--- src/sv/kpu_pkg.sv ---
`default_nettype none
// ----------------------------------------------------------------------------
// kpu_pkg
// Shared types and constants for the permutation unranking block.
// ----------------------------------------------------------------------------
package kpu_pkg;

    localparam int LEN_W  = 4;
    localparam int RANK_W = 29;
    localparam int FACT_W = RANK_W + 1;
    localparam int SLOTS  = 1 << LEN_W;
    localparam int QUEUE_DEPTH = 2;
    localparam int QPTR_W = $clog2(QUEUE_DEPTH);
    localparam int QCNT_W = $clog2(QUEUE_DEPTH + 1);

    // Factorials 0!..15!; anything past 12! is clipped to all ones, which
    // is above every representable rank.
    localparam logic [FACT_W-1:0] FACT_SAT = {FACT_W{1'b1}};
    localparam logic [FACT_W-1:0] FACT_TBL [SLOTS] = '{
        30'd1, 30'd1, 30'd2, 30'd6, 30'd24, 30'd120, 30'd720, 30'd5040,
        30'd40320, 30'd362880, 30'd3628800, 30'd39916800, 30'd479001600,
        FACT_SAT, FACT_SAT, FACT_SAT
    };

    typedef struct packed {
        logic [LEN_W-1:0]  n;
        logic [RANK_W-1:0] km1;
        logic              err;
    } t_job;

    typedef struct packed {
        logic [LEN_W-1:0] value;
        logic [LEN_W-1:0] position;
        logic             last;
        logic             err;
    } t_result;

    // Lowest set bit of mask; zero when none is set.
    function automatic logic [LEN_W-1:0] first_set(input logic [SLOTS-1:0] mask);
        logic [LEN_W-1:0] idx;
        idx = '0;
        for (int i = SLOTS - 1; i >= 0; i--) begin
            if (mask[i]) idx = LEN_W'(i);
        end
        return idx;
    endfunction

endpackage
`default_nettype wire

--- src/sv/kpu_front.sv ---
`default_nettype none
// ----------------------------------------------------------------------------
// kpu_front
// Captures an item, range-checks it and forms k-1 for the decoder.
// ----------------------------------------------------------------------------
module kpu_front #(
    parameter int MAX_N = 12
) (
    input  wire                         i_clk,
    input  wire                         i_rst_n,
    input  wire                         i_take,
    input  wire [kpu_pkg::LEN_W-1:0]    i_perm_length,
    input  wire [kpu_pkg::RANK_W-1:0]   i_rank,
    input  wire                         i_q_full,
    output logic                        o_held,
    output logic                        o_push,
    output kpu_pkg::t_job               o_job
);
    import kpu_pkg::*;

    logic              r_valid;
    logic [LEN_W-1:0]  r_n;
    logic [RANK_W-1:0] r_k;
    logic              w_err;

    always_comb begin
        w_err = (r_n == '0) || (int'(r_n) > MAX_N) || (r_k == '0)
              || ({1'b0, r_k} > FACT_TBL[r_n]);
        o_job.n   = r_n;
        o_job.km1 = r_k - RANK_W'(1);
        o_job.err = w_err;
    end

    assign o_push = r_valid && !i_q_full;
    assign o_held = r_valid;

    always_ff @(posedge i_clk) begin
        if (!i_rst_n) begin
            r_valid <= 1'b0;
        end else if (i_take) begin
            r_valid <= 1'b1;
        end else if (o_push) begin
            r_valid <= 1'b0;
        end
        if (i_take) begin
            r_n <= i_perm_length;
            r_k <= i_rank;
        end
    end

endmodule
`default_nettype wire

--- src/sv/kpu_queue.sv ---
`default_nettype none
// ----------------------------------------------------------------------------
// kpu_queue
// Small register queue of classified items between front and decoder.
// ----------------------------------------------------------------------------
module kpu_queue (
    input  wire             i_clk,
    input  wire             i_rst_n,
    input  wire             i_push,
    input  kpu_pkg::t_job   i_job,
    input  wire             i_pop,
    output logic            o_full,
    output logic            o_empty,
    output kpu_pkg::t_job   o_job
);
    import kpu_pkg::*;

    t_job              r_mem [QUEUE_DEPTH];
    logic [QPTR_W-1:0] r_wr;
    logic [QPTR_W-1:0] r_rd;
    logic [QCNT_W-1:0] r_cnt;
    logic              w_push;
    logic              w_pop;

    assign o_full  = (r_cnt == QCNT_W'(QUEUE_DEPTH));
    assign o_empty = (r_cnt == '0);
    assign o_job   = r_mem[r_rd];
    assign w_push  = i_push && !o_full;
    assign w_pop   = i_pop && !o_empty;

    always_ff @(posedge i_clk) begin
        if (!i_rst_n) begin
            r_wr  <= '0;
            r_rd  <= '0;
            r_cnt <= '0;
        end else begin
            if (w_push) r_wr <= r_wr + QPTR_W'(1);
            if (w_pop)  r_rd <= r_rd + QPTR_W'(1);
            if (w_push && !w_pop)      r_cnt <= r_cnt + QCNT_W'(1);
            else if (w_pop && !w_push) r_cnt <= r_cnt - QCNT_W'(1);
        end
        if (w_push) r_mem[r_wr] <= i_job;
    end

endmodule
`default_nettype wire

--- src/sv/kpu_back.sv ---
`default_nettype none
// ----------------------------------------------------------------------------
// kpu_back
// Factorial-base decoder: one compare-subtract per cycle per digit, with a
// pointer that walks the unused values alongside the quotient.
// ----------------------------------------------------------------------------
module kpu_back (
    input  wire                 i_clk,
    input  wire                 i_rst_n,
    input  wire                 i_q_empty,
    input  kpu_pkg::t_job       i_job,
    output logic                o_pop,
    output logic                o_valid,
    output kpu_pkg::t_result    o_res
);
    import kpu_pkg::*;

    typedef enum logic [1:0] {S_IDLE, S_SETUP, S_DIV} t_state;

    t_state            r_state;
    logic [LEN_W-1:0]  r_n;
    logic [LEN_W-1:0]  r_pos;
    logic [LEN_W-1:0]  r_ptr;
    logic [RANK_W-1:0] r_rem;
    logic [FACT_W-1:0] r_f;
    logic [SLOTS-1:0]  r_used;

    logic [SLOTS-1:0]  w_above;
    logic              w_ge;
    logic              w_last;

    always_comb begin
        for (int i = 0; i < SLOTS; i++) begin
            w_above[i] = (LEN_W'(i) > r_ptr);
        end
        w_ge   = ({1'b0, r_rem} >= r_f);
        w_last = (r_pos == r_n - LEN_W'(1));
    end

    assign o_pop = (r_state == S_IDLE) && !i_q_empty;

    always_ff @(posedge i_clk) begin
        if (!i_rst_n) begin
            r_state <= S_IDLE;
            o_valid <= 1'b0;
        end else begin
            o_valid <= 1'b0;
            unique case (r_state)
                S_IDLE: begin
                    if (!i_q_empty) begin
                        if (i_job.err) begin
                            o_valid <= 1'b1;
                            o_res   <= '{value: '0, position: '0, last: 1'b1, err: 1'b1};
                        end else begin
                            r_n     <= i_job.n;
                            r_rem   <= i_job.km1;
                            r_pos   <= '0;
                            r_used  <= '0;
                            r_state <= S_SETUP;
                        end
                    end
                end
                S_SETUP: begin
                    r_f     <= FACT_TBL[r_n - r_pos - LEN_W'(1)];
                    r_ptr   <= first_set(~r_used);
                    r_state <= S_DIV;
                end
                S_DIV: begin
                    if (w_ge) begin
                        // one more step into the free list
                        r_rem <= r_rem - r_f[RANK_W-1:0];
                        r_ptr <= first_set(~r_used & w_above);
                    end else begin
                        o_valid       <= 1'b1;
                        o_res         <= '{value: r_ptr + LEN_W'(1), position: r_pos,
                                           last: w_last, err: 1'b0};
                        r_used[r_ptr] <= 1'b1;
                        r_pos         <= r_pos + LEN_W'(1);
                        r_state       <= w_last ? S_IDLE : S_SETUP;
                    end
                end
                default: r_state <= S_IDLE;
            endcase
        end
    end

endmodule
`default_nettype wire

--- src/sv/kth_permutation_unrank.sv ---
`default_nettype none
// ----------------------------------------------------------------------------
// kth_permutation_unrank
// Emits the k-th lexicographic permutation of 1..n, one element per strobe.
// ----------------------------------------------------------------------------
// Raise start with perm_length n and a one-based rank k; the item is taken
// when busy is low. Results leave one per o_valid strobe, in position order,
// with o_last_element on the final one; a zero rank, a rank above n! or a
// length outside 1..MAX_N gives a single result with o_range_error and
// o_last_element set. Results cannot be held off, so sample each strobe.
// The front registers the item, checks it and parks it in a two-entry queue,
// so a second item can be taken while the decoder works. The decoder takes
// an item from the queue in its idle state, then spends a setup state and a
// divide state on each element, where the factorial-base digit q is worked
// off by a single compare-subtract per cycle; an error item gives its result
// straight from the idle state.
// ----------------------------------------------------------------------------
module kth_permutation_unrank #(
    parameter int MAX_N = 12
) (
    input  wire                         i_clk,
    input  wire                         i_rst_n,
    input  wire                         start,
    output logic                        busy,
    input  wire [kpu_pkg::LEN_W-1:0]    i_perm_length,
    input  wire [kpu_pkg::RANK_W-1:0]   i_rank,
    output logic                        o_valid,
    output logic [kpu_pkg::LEN_W-1:0]   o_element_value,
    output logic [kpu_pkg::LEN_W-1:0]   o_position,
    output logic                        o_last_element,
    output logic                        o_range_error
);
    import kpu_pkg::*;

    logic    w_held;
    logic    w_push;
    t_job    w_fjob;
    logic    w_full;
    logic    w_empty;
    t_job    w_qjob;
    logic    w_pop;
    t_result w_res;

    assign busy = w_held || w_full;

    kpu_front #(.MAX_N(MAX_N)) u_front (
        .i_clk         (i_clk),
        .i_rst_n       (i_rst_n),
        .i_take        (start && !busy),
        .i_perm_length (i_perm_length),
        .i_rank        (i_rank),
        .i_q_full      (w_full),
        .o_held        (w_held),
        .o_push        (w_push),
        .o_job         (w_fjob)
    );

    kpu_queue u_queue (
        .i_clk   (i_clk),
        .i_rst_n (i_rst_n),
        .i_push  (w_push),
        .i_job   (w_fjob),
        .i_pop   (w_pop),
        .o_full  (w_full),
        .o_empty (w_empty),
        .o_job   (w_qjob)
    );

    kpu_back u_back (
        .i_clk     (i_clk),
        .i_rst_n   (i_rst_n),
        .i_q_empty (w_empty),
        .i_job     (w_qjob),
        .o_pop     (w_pop),
        .o_valid   (o_valid),
        .o_res     (w_res)
    );

    assign o_element_value = w_res.value;
    assign o_position      = w_res.position;
    assign o_last_element  = w_res.last;
    assign o_range_error   = w_res.err;

    // an error result is always alone and carries no element
    a_err_single: assert property (@(posedge i_clk) disable iff (!i_rst_n)
        o_valid && o_range_error |-> o_last_element && o_element_value == '0)
        else $error("error result not a lone empty result");

    // a taken item is held in the front until it reaches the queue
    a_take_holds: assert property (@(posedge i_clk) disable iff (!i_rst_n)
        start && !busy |=> busy)
        else $error("busy did not rise after an item was taken");

    // a good element lies within 1..MAX_N and its position below MAX_N
    a_elem_range: assert property (@(posedge i_clk) disable iff (!i_rst_n)
        o_valid && !o_range_error |-> o_element_value != '0
            && int'(o_position) < MAX_N && int'(o_element_value) <= MAX_N)
        else $error("element out of range");

    // the queue never reports full and empty together
    a_queue_sane: assert property (@(posedge i_clk) disable iff (!i_rst_n)
        !(w_full && w_empty))
        else $error("queue full and empty at once");

endmodule
`default_nettype wire
--- config.mk ---
export PLATFORM = sky130hd
export DESIGN_NAME = kth_permutation_unrank
export DESIGN_NICKNAME = d
export VERILOG_FILES = /design/src/sv/kpu_pkg.sv /design/src/sv/kpu_front.sv /design/src/sv/kpu_queue.sv /design/src/sv/kpu_back.sv /design/src/sv/kth_permutation_unrank.sv
export SDC_FILE = /design/constraint.sdc
export NUM_CORES = 1
export LEC_CHECK = 0
export ABC_CLOCK_PERIOD_IN_PS = 6650
export CAP_MARGIN = 25
export CORE_MARGIN = 2
export CORE_UTILIZATION = 66
export CTS_CLUSTER_SIZE = 40
export DETAILED_ROUTE_END_ITERATION = 16
export DONT_BUFFER_PORTS = 1
export PLACE_DENSITY = 0.82
export SYNTH_ARGS = -nofsm -noshare
export SYNTH_HDL_FRONTEND = slang
export SYNTH_SLANG_ARGS = --single-unit
--- constraint.sdc ---
create_clock -name i_clk -period 6.65 [get_ports i_clk]
set_clock_uncertainty 0.15 [all_clocks]
set_input_delay 0.9975 -clock i_clk [delete_from_list [all_inputs] [get_ports i_clk]]
set_output_delay 0.9975 -clock i_clk [all_outputs]
set_load 0.05 [all_outputs]
==> flow_summary.yaml <==
outcome:
  status: "complete, no violations"
floorplan:
  fp.dieW_um: 132
  start_util: 0.680
  die_height_um: 132
  io_pins: 48
  num_rows: 46
  die-area_um2: 17500
  core_um2: 16000
clocking:
  cts_buffers: 17
  cts_tree: "done"
  cts_resized: 0
  cts_sinks: 199
  insertion_delay_ns: 0.44
  htree_levels: 4
  cts_hold_buf: 0
  cts_setup_buffers: 0
  path_clk_slew_ns: 0.08
  root_buffer: "clkbuf_16"
  cts.path.max_buffers: 2
placement:
  hpwl_um: 14700
  globalplace.congestion: 0.934
  io_buffer_count: 0
  dp_slack_ns: 2.86
sta:
  fin_crit_sh: 0.581
  tns_ns: 0
  worst_pin_slew_ns: 0.981
  fin_ws_ns: 2.79
  slew_violations: 0
  rsz0062_at_grt: "no"
  hold_viol_final: 0
  layout_min_cycle_time_ns: 3.86
  setup_viol: 0
  max_freq_ghz: 0.259
  max-slew-margin-rel: 0.344
final_layout:
  nNetsFinal: 1089
  final_layout_size_suffix_gt1_frac: 0.0720
  fill_cells: 1095
  multi_input_area_um2: 4700
  diodes: 0
  area_growth_pct: 8.35
  seq_area_um2: 5890
synthesis:
  synth_area_per_cell_um2: 11.2
  syn-num-nets: 1086
  synth_ff_type: "edfxtp_1"
  seq_area_frac_synth: 0.541
  yosys-top-cells-area: "edfxtp_1, ha_1, a21oi_1"
  ys_types: 62
  synth.top_cell.area_share: 0.525
  yosysMostFrequentCell: "edfxtp_1"
  yosys.area.top_type: "edfxtp_1"
  yosysWarningCount: 0
  syn_inst: 970
  yosys-top-cells-count: "edfxtp_1, nor2_1, a21oi_1"
  async_flop_share: 0
  syn-cell-area_um2: 10900
  ys_ff_latch: 199
  synth_edf_count: 190
power_and_ir_drop:
  switching_share: 0.347
  comb_power_share: 0.310
  power.switching_uw: 1440
  power_frac_seq: 0.436
  internal_power_uw: 2710
  power_leakage_uw: 0.00444
  peakVddDrop_v: 0.000225
  power.share.clock: 0.255
  powerDensity_nw_per_um2: 353
worst_setup_path:
  startpoint_type: "flip-flop"
  cp.arrival_ns: 3.91
  path_delay_family: "compound AO/OA/AOI/OAI gates"
  r2r_cells: 12
  required_ns: 6.70
  end_kind: "flip-flop"
  critPathKind: "reg2reg"
  critPathBufInv: 0
  worst_path_largest_cell_delay_ns: 0.64
  path_depth: 12
  cp_cell_sequence: "nand2_1 > nor2_1 > a21oi_1 > ha_1 > a21oi_1 > nor2_1 > nor2_1 > a21oi_1 > a2111oi_0 > o21ai_0 > a311o_1 > a21o_1"
  cp_slowest_cell: "edfxtp_1"
  crit_fanout: 17
job:
  drv_cap: 0
routing:
  drt_iter0_markers: 597
  drc: 0
  antenna_left: 0
  avgRoutedWirePerCell_um: 17.2
  num_vias: 7252
  first_pass_iters: 5
  avgViaCountPerCell: 6.03
  routed_wl_um: 20700
global_route:
  gr-total-overflow: 0
  grt_pass1_vias: 7052
  grt_pass1_wl_um: 33900
  grt_usage: 0.245
  antenna_found_initial: 0
  grt_max_degree: 52
worst_hold_path:
  whs_path_depth: 2
  hp-class: "reg2reg"
metrics by stage:
| stage | std cells | util | instance area [um^2] | total power [uW] | hold slack, ns |
|---|---|---|---|---|---|
| after floorplan | 970 | - | 10900 | 2780 | 0.316 |
| after global placement | 1169 | 0.696 | 11100 | 3050 | 0.327 |
| after detailed placement | 1170 | 0.698 | 11200 | 3100 | 0.339 |
| after CTS | 1202 | 0.736 | 11800 | 4160 | 0.349 |
| after global routing | 1202 | 0.736 | 11800 | 4400 | 0.406 |
| final | 1202 | 0.736 | 11800 | 4160 | 0.350 |
final cells by class:
class | count | area share
multi-input cells | 690 | 0.399
clock inverters | 15 | 0.0168
inverters | 55 | 0.0175
flip-flops and latches | 199 | 0.500
well taps | 216 | 0.0229
repair buffers | 10 | 0.00807
clock buffers | 17 | 0.0361
cell usage in the layout, fill, tap and decap left out, types with 9 or more instances in the layout:
| cell | n |
|---|---|
| a21boi_0 | 9 |
| xor2_1 | 32 |
| a21o_1 | 24 |
| inv_1 | 54 |
| nand3_1 | 10 |
| ha_1 | 78 |
| nor2b_1 | 21 |
| a211oi_1 | 11 |
| and2_1 | 10 |
| o21ai_0 | 66 |
| edfxtp_1 | 190 |
| nor3_1 | 22 |
| nand2b_1 | 11 |
| a21oi_1 | 78 |
| nor2_1 | 90 |
| or3_1 | 11 |
| mux2i_1 | 24 |
| clkbuf_16 | 17 |
| buf_4 | 9 |
| nand2_1 | 63 |
| xnor2_1 | 30 |
| nand4_1 | 14 |
worst paths after layout:
| check | startpoint | to | slack (ns) |
|---|---|---|---|
| worst min register to register | u_front.o_held | u_front.o_held | 0.35 |
| worst max register to register | u_front.r_n[2] | u_queue.r_mem[0][0] | 2.79 |
| worst max-delay path | u_front.r_n[2] | u_queue.r_mem[0][0] | 2.79 |
| worst min-delay path | u_front.o_held | u_front.o_held | 0.35 |
state kept, by name (all words and copies together), names as in the netlist, named ones only:
| name | count |
|---|---|
| u_queue.r_mem | 68 |
| u_back.r_rem | 29 |
| u_front.r_k | 29 |
| u_back.r_f | 22 |
| u_back.r_used | 16 |
| u_back.o_res | 10 |
| u_back.r_n | 4 |
| u_back.r_pos | 4 |
| u_back.r_ptr | 4 |
| u_front.r_n | 4 |
| u_back.r_state | 2 |
| u_queue.r_cnt | 2 |
| u_back.o_valid | 1 |
| u_front.o_held | 1 |
| u_queue.r_rd | 1 |
| u_queue.r_wr | 1 |
power by group through the flow:
| stage | Sequential [uW] | Clock (uW) | Combinational [uW] |
|---|---|---|---|
| 6_report | 1810 | 1060 | 1290 |
| 5_1_grt | 1830 | 1130 | 1440 |
| 4_1_cts | 1810 | 1070 | 1280 |
| 3_5_place_dp | 1840 | 0 | 1260 |
| 3_3_place_gp | 1830 | 0 | 1230 |
| 2_1_floorplan | 1800 | 0 | 979 |
cells by family after synthesis:
logic type,Yosys count,share of synthesized area
fa+ha+maj,80,0.0934
mux,32,0.0304
buf+inv,81,0.0280
compound gates,233,0.129
xor+xnor,62,0.0499
flops,199,0.541
simple gates,283,0.128
worst min-delay path: cells and delay by family, from the launching register on:
kind	cells	cell delay, ns
AOI/OAI and AO/OA	1	0.06
and+or+nand+nor	1	0.06
DFF	1	0.33
metal layers:
metal / vias up / wire [um] / track usage / part of all wire
li1: 3568 / - / - / -
met3: 40 / 922 / 0.0461 / 0.045
met5: - / 0 / 0 / 0
met1: 3418 / 9180 / 0.326 / 0.44
met4: 0 / 448 / 0.0890 / 0.022
met2: 226 / 10100 / 0.405 / 0.49
(Power assumes the default switching activity.)
